`src/rtl/m2m4_log_cell.sv`:
```
`default_nettype none
module m2m4_log_cell #(
   parameter int FRAC_BIT = 15
) (
   input  wire logic        clock,
   input  wire logic [31:0] m_in,
   input  wire logic [15:0] f_in,
   output logic      [31:0] m_out,
   output logic      [15:0] f_out
);

   logic [63:0] sq;
   logic [32:0] t;
   logic [31:0] m_ff, m_nxt;
   logic [15:0] f_ff, f_nxt;

   assign sq = 64'(m_in) * 64'(m_in);
   assign t  = sq[63:31];

   always_comb begin
      if (t[32]) begin
         m_nxt = t[32:1];
         f_nxt = f_in | (16'(1) << FRAC_BIT);
      end else begin
         m_nxt = t[31:0];
         f_nxt = f_in;
      end
   end

   always_ff @(posedge clock) begin
      m_ff <= m_nxt;
      f_ff <= f_nxt;
   end

   assign m_out = m_ff;
   assign f_out = f_ff;

endmodule
`default_nettype wire

```
`config.mk`:
```
export PLATFORM = sky130hd
export DESIGN_NAME = m2m4_log_cell
export DESIGN_NICKNAME = d
export VERILOG_FILES = /design/src/rtl/m2m4_log_cell.sv
export SDC_FILE = /design/constraint.sdc
export NUM_CORES = 2
export LEC_CHECK = 0
export BUFFER_PORTS_ARGS = -buffer_cell sky130_fd_sc_hd__buf_2
export CAP_MARGIN = 20
export CORE_ASPECT_RATIO = 1.2
export CORE_MARGIN = 3
export CORE_UTILIZATION = 50
export DETAILED_ROUTE_END_ITERATION = 16
export GPL_TIMING_DRIVEN = 0
export PLACE_DENSITY = 0.66
export SLEW_MARGIN = 25
export SYNTH_ARGS = -nofsm -noshare
export SYNTH_HDL_FRONTEND = slang
export SYNTH_SLANG_ARGS = --single-unit
```
`constraint.sdc`:
```
create_clock -name clock -period 8.97 [get_ports clock]
set_input_delay 0.4485 -clock clock [delete_from_list [all_inputs] [get_ports clock]]
set_output_delay 0.4485 -clock clock [all_outputs]
set_load 0.01 [all_outputs]
```
==> results by group <==
STA
  – Max-slew violation count: 0
  – Worst-margin pin slew: 953.4 ps
  – Final Hold Viols: 0
  – Tcrit/Tclk final: 98.15%
  – FMAX: 0.1136 GHz
  – Fin crit period: 8804 ps
  – Setup-failing EPs final: 0
  – Max-Slew Margin vs Limit: 36.44%
  – RSZ-0062 raised after global routing: no

Placed design
  – Placed inst area: 0.03214 mm2
  – Number of port buffers: 92
  – Routability cong.: 1.008
  – DP Wirelength: 79620 um

Finish
  – Synth-to-Final Area Change: 5.722%
  – Final nets: 4494
  – Share of cells above drive strength 1: 6.110%
  – Fillers: 5575
  – Final Cell Area: 0.03243 mm2

Worst setup path
  – CP startpoint kind: primary input
  – Critical Path Sink Type: register
  – CP endpoint: m_out[22]$_DFF_P_
  – CP Max Fanout: 10
  – Critical path startpoint: m_in[10]
  – Critical Path RT: 9150 ps
  – WP data arrival: 8980 ps
  – Crit path kind: in2reg

Synthesis
  – Main flop type after synthesis: dfxtp_1
  – Sequential fraction of the synthesis area: 3.132%
  – Seq cells post-synth: 48
  – Cell Area, Synth: 0.03068 mm2
  – Syn Nets: 4401
  – Synth top cells by count: 980 x inv_1, 791 x fa_1, 300 x ha_1, 293 x nand2_1, 233 x and2_1
  – Number of synthesized flops with an enable pin: 0
  – Synth top area share: 51.62%
  – Top-count cell post-synth: inv_1
  – Ranking of synthesized cells by area: fa_1 52%, ha_1 12%, inv_1 12%
  – Share of synthesized registers carrying an async set or reset: 0%
  – Area leader, netlist: fa_1
  – Synth cell types: 66
  – Yosys warns: 0
  – Cells after synthesis: 3261
  – Post-synthesis area per instance: 9.408 um2

Route
  – Initial DRC Count: 1510
  – DRC viols: 0
  – WL/cell: 22.48 um
  – WL met3: 6890 um
  – Vias per inst: 5.373
  – Max layer used: met4
  – Remaining antenna violation count after routing: 0
  – Wirelength, routed: 93470 um
  – Routed length on met1: 32780 um
  – Total number of vias: 22337
  – DRT Pass-1 Iters: 5
  – DR WL met2: 46220 um

GRT
  – Vias in the first global route: 24508
  – GRT Util Overall: 29.92%
  – Total grt overflow: 0
  – Largest net degree at the start of global routing: 16
  – Initial antenna violation count: 4
  – Global-route wire length before repair: 142700 um

Clock network
  – Hold_buf cts: 0
  – Clk slew on worst S/H paths: 60 ps
  – Num Clock Sinks: 48
  – Bufs on Longest Clock Path: 2
  – Clock root buffer: clkbuf_16
  – TritonCTS buffer count: 5
  – H-tree levels: 2
  – CTS tree: built
  – # Post-CTS Setup Buffers: 0

Floorplan
  – Core area: 0.06021 mm2
  – # rows: 98
  – Die X: 232.1 um
  – Die area: 0.06438 mm2
  – Io pins: 97
  – Initial Util: 50.96%
  – Die Y: 277.4 um

Outcome
  – Status: finished, final reports clean

Job
  – Max cap viols: 0

Min path
  – Hold crit path type: in2reg
-- through the flow --
stage / setup TNS [ps] / hold slack, ps / worst slack, ps / std cells / utilization [%]
detailed placement: -33030 / 552.4 / -1080 / 4153 / 53.39
CTS: 0 / 249.0 / 8.487 / 4155 / 53.75
floorplan: 0 / 476.2 / 1259 / 3261 / -
global route: 0 / 247.2 / 11.58 / 4155 / 53.87
finish: 0 / 259.5 / 166.1 / 4157 / 53.87
global placement: -34360 / 550.1 / -1120 / 4153 / 53.39
-- worst max-delay path, stage by stage --
cell and delay [ps]:
buf_2 150, clkbuf_1 730, and2_1 280, inv_1 80, fa_1 520, fa_1 520
fa_1 470, fa_1 600, inv_1 70, fa_1 580, fa_1 430, fa_1 490
inv_1 50, fa_1 470, inv_1 40, ha_1 250, clkbuf_1 290, nand4_1 220
or4b_1 540, a211oi_1 400, nor3_2 210, o31ai_4 420, a41oi_1 250, xnor2_1 190
mux2_4 280
-- timing repair --
action                                  CTS  global route
endpoints found under the setup margin   33            33
cloned                                    0             0
resized for setup                        40            65
-- state kept, by name (all words and copies together) (netlist names) --
register and flops:
m_out 32, f_out 16
-- per-layer routing --
metal	up-vias	global-route usage [%]
met5	-	0
met4	0	17.79
met3	304	5.084
met2	919	51.14
met1	11448	35.25
li1	9666	-
-- worst min path at each step --
stage,slack (ps),cells past startpoint,start,to
3_5_place_dp,550,1,f_in[6],f_out[6]$_DFF_P_
5_1_grt,250,1,f_in[6],f_out[6]$_DFF_P_
6_report,260,1,f_in[6],f_out[6]$_DFF_P_
3_3_place_gp,550,1,f_in[8],f_out[8]$_DFF_P_
4_1_cts,250,1,f_in[2],f_out[2]$_DFF_P_
2_1_floorplan,480,0,f_in[0],f_out[0]$_DFF_P_
-- layout by cell type (no fill, tap or decap), drive strengths merged, types with 19 or more instances in the layout --
| cell | netlist | routed |
|---|---|---|
| a21o | 36 | 36 |
| a21oi | 67 | 67 |
| and2 | 234 | 234 |
| buf | 10 | 107 |
| clkbuf | 114 | 108 |
| dfxtp | 48 | 48 |
| fa | 791 | 791 |
| ha | 300 | 300 |
| inv | 980 | 980 |
| mux2 | 20 | 20 |
| nand2 | 293 | 293 |
| nand3 | 19 | 19 |
| nor2 | 58 | 58 |
| o21ai | 33 | 33 |
| xnor2 | 38 | 38 |
| xor2 | 40 | 40 |
-- kinds of logic after synthesis --
group / Yosys count / synth area share [%]
flops: 48 / 3.132
fa+ha+maj: 1091 / 63.85
compound gates: 228 / 4.906
simple gates: 676 / 10.84
buf+inv: 1105 / 13.62
xor+xnor: 78 / 2.227
mux: 35 / 1.419
-- cell type report --
class / instances / area, um2 / area share, %
diodes: 2 / 5.005 / 0.01543
plain buffers: 118 / 559.3 / 1.724
clock buffers: 6 / 138.9 / 0.4282
clock inverters: 2 / 38.79 / 0.1196
inverters: 981 / 3682 / 11.35
multi-input cells: 2108 / 25590 / 78.89
flip-flops and latches: 48 / 960.9 / 2.963
well taps: 800 / 1001 / 3.086
repair buffers: 92 / 460.4 / 1.420
Power is not shown: default switching activity piles up to over one toggle a cycle in this logic, so the estimate is an artifact.
