$ cat config.mk
export PLATFORM = sky130hd
export DESIGN_NAME = m2m4_sqrt_cell
export DESIGN_NICKNAME = d
export VERILOG_FILES = /design/src/rtl/m2m4_sqrt_cell.sv
export SDC_FILE = /design/constraint.sdc
export NUM_CORES = 1
export LEC_CHECK = 0
export BUFFER_PORTS_ARGS = -buffer_cell sky130_fd_sc_hd__buf_2
export CORE_MARGIN = 2
export CORE_UTILIZATION = 30
export DETAILED_ROUTE_END_ITERATION = 6
export SYNTH_ARGS = -nofsm -noshare
export SYNTH_HDL_FRONTEND = slang
export SYNTH_SLANG_ARGS = --single-unit
$ cat constraint.sdc
create_clock -name clock -period 2.85 [get_ports clock]
set_input_delay 0.1425 -clock clock [delete_from_list [all_inputs] [get_ports clock]]
set_output_delay 0.1425 -clock clock [all_outputs]
set_load 0.05 [all_outputs]
$ cat src/rtl/m2m4_sqrt_cell.sv
`default_nettype none
module m2m4_sqrt_cell #(
   parameter int STEP = 0
) (
   input  wire logic        clock,
   input  wire logic [63:0] v_in,
   input  wire logic [63:0] r_in,
   output logic      [63:0] v_out,
   output logic      [63:0] r_out
);

   localparam logic [63:0] BIT = 64'(1) << (62 - 2 * STEP);

   logic [64:0] trial;
   logic [63:0] v_ff, v_in_nxt;
   logic [63:0] r_ff, r_in_nxt;

   assign trial = {1'b0, r_in} + {1'b0, BIT};

   always_comb begin
      if ({1'b0, v_in} >= trial) begin
         v_in_nxt = v_in - trial[63:0];
         r_in_nxt = (r_in >> 1) + BIT;
      end else begin
         v_in_nxt = v_in;
         r_in_nxt = r_in >> 1;
      end
   end

   always_ff @(posedge clock) begin
      v_ff <= v_in_nxt;
      r_ff <= r_in_nxt;
   end

   assign v_out = v_ff;
   assign r_out = r_ff;

endmodule
`default_nettype wire

==> results of run 1 <==
## through the flow
step,cells,TNS (ns),utilization
after detailed placement,1663,-21.71,0.416
after global placement,1663,-17.74,0.416
after global routing,1806,-0.0750,0.487
after CTS,1805,0,0.483
final,1806,0,0.487
after floorplan,935,0,-
## what timing repair did
action / in CTS / in global routing
pin swaps: 2 / 5
endpoints found under the setup margin: 2 / 62
endpoints found under the hold margin: 113 / 0
gates resized for setup: 3 / 30
hold buffers: 113 / 0
setup buffers: 0 / 1
## cell usage after synthesis (5+ instances only)
library cell | number | area share
inv_1 | 90 | 0.042
a31oi_1 | 14 | 0.011
nand2_1 | 61 | 0.029
a21oi_1 | 84 | 0.053
o31ai_1 | 13 | 0.012
dfxtp_1 | 128 | 0.32
buf_2 | 7 | 0.0044
nand3_1 | 28 | 0.018
a21o_1 | 40 | 0.038
nor3_1 | 29 | 0.018
clkbuf_1 | 28 | 0.013
xor2_1 | 15 | 0.016
xnor2_1 | 36 | 0.040
and2_1 | 5 | 0.0039
ha_1 | 65 | 0.10
a211o_1 | 5 | 0.0055
mux2_4 | 25 | 0.047
o21bai_1 | 16 | 0.015
and3_1 | 11 | 0.0086
nor2b_1 | 7 | 0.0055
nand4_1 | 22 | 0.017
nand2b_1 | 5 | 0.0039
o21a_1 | 6 | 0.0056
a41oi_1 | 5 | 0.0055
or3_1 | 6 | 0.0047
nor2_1 | 54 | 0.025
o21ai_0 | 33 | 0.021
mux2_2 | 17 | 0.024
## metal layers
metal  wire length [µm]  global-route usage  vias up
li1                   -                   -     4382
met3               1490              0.0423       29
met5                 12                   0        -
met4                482              0.0588        2
met1              13500               0.268     4121
met2              13200               0.330      223
## sequential cells by signal, indices dropped and copies added, names as in the netlist
name and count:
v_out 64, r_out 64
## cells by family (layout without fill, tap and decap cells)
kind of cell / count (synthesis) / after routing / share of synthesized area
DFF: 128 / 128 / 0.321
buffers and inverters: 135 / 671 / 0.0723
AOI/OAI and AO/OA: 264 / 264 / 0.221
adders and majority gates: 66 / 66 / 0.105
and+or+nand+nor: 248 / 248 / 0.152
xor gates and xnor gates: 51 / 51 / 0.0560
muxes: 43 / 43 / 0.0723
## cell usage in the layout, fill, tap and decap left out, types with 36 or more instances in the layout
| cell type | synthesis | layout |
|---|---|---|
| nand2_1 | 61 | 61 |
| a21o_1 | 40 | 40 |
| dfxtp_1 | 128 | 128 |
| a21oi_1 | 84 | 81 |
| ha_1 | 65 | 63 |
| nor2_1 | 54 | 54 |
| dlygate4sd3_1 | 0 | 113 |
| buf_2 | 7 | 256 |
| xnor2_1 | 36 | 36 |
| buf_4 | 2 | 178 |
| inv_1 | 90 | 90 |
## path summary, 6_finish.rpt
| check | to | cells after the start |
|---|---|---|
| worst min-delay path | r_out[62] | 3 |
| worst max-delay path | v_out[60] | 11 |
## power groups by stage
stage | Sequential, µW | Combinational [µW] | Clock [µW]
global placement | 2110 | 2800 | 0
detailed placement | 2110 | 2800 | 0
global route | 2090 | 3170 | 2420
finish | 2070 | 2970 | 2310
CTS | 2080 | 2940 | 2350
floorplan | 2880 | 1100 | 0
## cell type report
| type | instances | area (µm²) | area share |
|---|---|---|---|
| Timing Repair Buffer | 551 | 3810 | 0.300 |
| Multi-Input combinational cell | 672 | 4960 | 0.390 |
| Inverter | 91 | 342 | 0.0269 |
| Clock buffer | 24 | 502 | 0.0395 |
| Tap cell | 335 | 419 | 0.0330 |
| Sequential cell | 128 | 2560 | 0.202 |
| Clock inverter | 5 | 103 | 0.00808 |
## worst max-delay path: stages
cell	delay, ns
dlygate4sd3_1	0.53
buf_2	0.13
ha_1	0.34
and3_1	0.20
nand4_1	0.18
nor3_1	0.10
or4_1	0.58
a221o_1	0.38
o21ai_1	0.18
a21oi_1	0.11
o31ai_1	0.22
==> flow_summary.toml, run 1 <==
[run_status]
status = "finished clean"

[synth]
synth-seq-cells = 128
synthDistinctLibCells = 73
ys.flop_type = "dfxtp_1"
synthArstFlopShare = 0
synth_area_um2 = 7970
syn_nets = 1130
syn_inst = 935
synth_edf_count = 0
ys_seq_area_frac = 0.321
postSynthAreaPerCell_um2 = 8.53
yosys_warnings = 0

[hold_path]
hold_class = "in2reg"
worstHoldStart = "r_in[63]"

[power]
p_sw_uw = 2700
power_density_nw_per_um2 = 579
p_int_uw = 4650
p_leak_uw = 0.00629
p_comb_frac = 0.404
p_total_uw = 7350
ir_drop_mv = 0.332
p_seq_frac = 0.282
switching_share = 0.368
p_clk_frac = 0.314

[cells_and_area]
fin_area_um2 = 12700
synthToLayoutAreaGrowth_pct = 59.2
antennaDiodeCount = 0
drive_above_1_share = 0.374
fillers = 2499
layout.nets = 1656

[critical_path]
cp-start-kind = "input pin"
cp.required_ns = 3.19
path_max_fanout = 4
worstSetupStartpoint = "v_in[52]"
critPathArrivalTime_ns = 3.08
cp-end-kind = "register"
critPathKind = "in2reg"

[clock_network]
clock_sinks = 128
clk_pin_slew_ns = 0.05
tritoncts = "built"
numCtsBuffers = 17
root_buffer = "clkbuf_16"
clockBufferDepth = 2
htree_levels = 4

[timing]
rsz0062_at_grt = "yes"
slew_violations = 0
setup_viol = 0
hold-worst-slack_ns = 0.0280
max_freq_ghz = 0.365
relSlewSlack = 0.597
hold_viol_final = 0
tightest_slew_ns = 0.598
fin_crit_sh = 0.961
setup_ws_ns = 0.112
final.min_clock_period_ns = 2.74

[route]
drt_iter0_drc = 495
viasPerCell = 4.85
drcViolationCount = 0
drtPass1Iterations = 5
ant_nets = 0
post_drt_wl_per_cell_um = 15.9
wirelength_mm = 28.7
vias = 8757

[flow_run]
max_cap_violations = 0

[die]
die_h_um = 167
rows = 59
core_area_um2 = 26100
die_area_um2 = 27900
pin_count = 257
start_util = 0.306
die_w_um = 167

[placement]
portBuffers = 256
pre_cts_ws_ns = -0.552
gp_congestion = 0.876
hpwl_mm = 22.4
place_area_um2 = 10800

[global_routing]
antenna_found_initial = 1
overflow = 0
grt_pass1_vias = 8619
track_usage = 0.202
grt_pass1_wl_mm = 45.0
grt_max_degree = 25
No activity file was read; power rests on OpenSTA's default activity.
==> run 2: changes to the inputs <==
--- a/config.mk
+++ b/config.mk
@@ -6,9 +6,12 @@
 export NUM_CORES = 1
 export LEC_CHECK = 0
 export BUFFER_PORTS_ARGS = -buffer_cell sky130_fd_sc_hd__buf_2
+export CELL_PAD_IN_SITES_DETAIL_PLACEMENT = 1
+export CELL_PAD_IN_SITES_GLOBAL_PLACEMENT = 1
 export CORE_MARGIN = 2
 export CORE_UTILIZATION = 30
 export DETAILED_ROUTE_END_ITERATION = 6
+export PLACE_DENSITY_LB_ADDON = 0.1
 export SYNTH_ARGS = -nofsm -noshare
 export SYNTH_HDL_FRONTEND = slang
 export SYNTH_SLANG_ARGS = --single-unit
==> flow_summary.toml, run 2 (synthesis gave the netlist of run 1 again) <==
[die]
core_area_um2 = 26100
start_util = 0.306
die_w_um = 167
pin_count = 257
die_area_um2 = 27900
die_h_um = 167
rows = 59

[clock_network]
tritoncts = "built"
clockBufferDepth = 2
numCtsBuffers = 17
root_buffer = "clkbuf_16"
clock_sinks = 128
htree_levels = 4
clk_pin_slew_ns = 0.06

[placement]
portBuffers = 256
gp_congestion = 0.815
placedCellCount = 1681
place_area_um2 = 11000
pre_cts_ws_ns = -0.559
hpwl_mm = 24.3

[timing]
hold_viol_final = 1
relSlewSlack = 0.611
setup_viol = 0
final.min_clock_period_ns = 2.81
fin_crit_sh = 0.986
rsz0062_at_grt = "yes"
setup_ws_ns = 0.0395
hold-worst-slack_ns = -0.0158
tightest_slew_ns = 0.577
slew_violations = 0
max_freq_ghz = 0.356

[global_routing]
grt_pass1_vias = 9417
overflow = 0
grt_util_met1 = 0.304
grt_util_met3 = 0.0433
antenna_found_initial = 0
grt_max_degree = 26
gr-max-usage-layer = "met2"
use_met2 = 0.378
track_usage = 0.226
grt_pass1_wl_mm = 50.4

[critical_path]
slowest_delay_ns = 0.40
cp.required_ns = 3.18
cp_slowest_cell = "a211o_1"
cp_cell_sequence = "buf_8 -> ha_4 -> nor2b_4 -> o2111ai_4 -> a31oi_4 -> o31a_1 -> o2111ai_2 -> a211o_1 -> a211oi_4 -> buf_4 -> o31a_1 -> nor2_2 -> buf_6 -> o31ai_1"
path_max_fanout = 8
crit_top_cell = "o31a_1"
critPathKind = "in2reg"
cp-start-kind = "input pin"
critPathArrivalTime_ns = 3.14
cp-end-kind = "register"

[hold_path]
hold_class = "in2reg"
holdPathStages = 3

[cells_and_area]
synthToLayoutAreaGrowth_pct = 64.9
final_util = 0.504
drive_above_1_share = 0.412
antennaDiodeCount = 0
fin_area_um2 = 13100
layout_common_cells = "buf_2 (254), buf_4 (200), dfxtp_1 (128)"
layout.nets = 1677
final_cells = 1829
final_common_cell = "buf_2"

[route]
vias = 8897
drcViolationCount = 0
ant_nets = 0
wirelength_mm = 32.2
drt_iter0_drc = 299
post_drt_wl_per_cell_um = 17.6
viasPerCell = 4.86
drtPass1Iterations = 7

[power]
ir_drop_mv = 0.276
power_density_nw_per_um2 = 569
p_leak_uw = 0.00642

[flow_run]
max_cap_violations = 0

[run_status]
violations = "negative hold slack"
status = "finished, violations left"
-- run 2: critical path: cells and delay by family --
kind	cells	cell delay, ns
buffers and inverters	3	0.44
AO/OA/AOI/OAI	8	2.06
AND/OR/NAND/NOR	2	0.24
adder cells (fa/ha/maj)	1	0.25
-- run 2: metrics by stage --
stage	hold WS, ns	TNS [ns]	power, µW
finish	-0.0158	0	7480
global route	0.00217	-0.286	7840
CTS	0.0112	0	7390
detailed placement	0.260	-25.69	4980
global placement	0.260	-25.62	4960
floorplan	0.170	0	3990
-- run 2: what timing repair did --
action | CTS | global route
pin swaps | 1 | 30
resized for setup | 4 | 86
cloned | 0 | 2
endpoints found under the hold margin | 107 | 0
hold buffers | 107 | 0
setup endpoints to repair | 17 | 65
buffers inserted | 0 | 9
-- run 2: layout make-up --
cell class / instances / area, µm²
multi-input combinational: 672 / 5220
clock buffer: 19 / 453
clock inverter: 12 / 135
inverter: 91 / 344
sequential: 128 / 2560
fill: 3170 / 12900
timing repair buffer: 572 / 4010
tap: 335 / 419
-- run 2: path summary, 6_finish.rpt --
| check | startpoint | endpoint |
|---|---|---|
| max | v_in[1] | v_out[47] |
| min | v_in[1] | v_out[1] |
-- run 2: metal layers --
metal / wire length (µm) / vias up
met1: 15300 / 4265
met4: 245 / 0
met3: 1390 / 17
li1: - / 4424
met2: 15300 / 191
met5: 0 / -
-- run 2: where the power goes --
part,switching [µW],total [µW],internal [µW]
Sequential,56.4,2070,2010
Clock,942,2280,1330
Combinational,1890,3130,1240
Total,2890,7480,4590
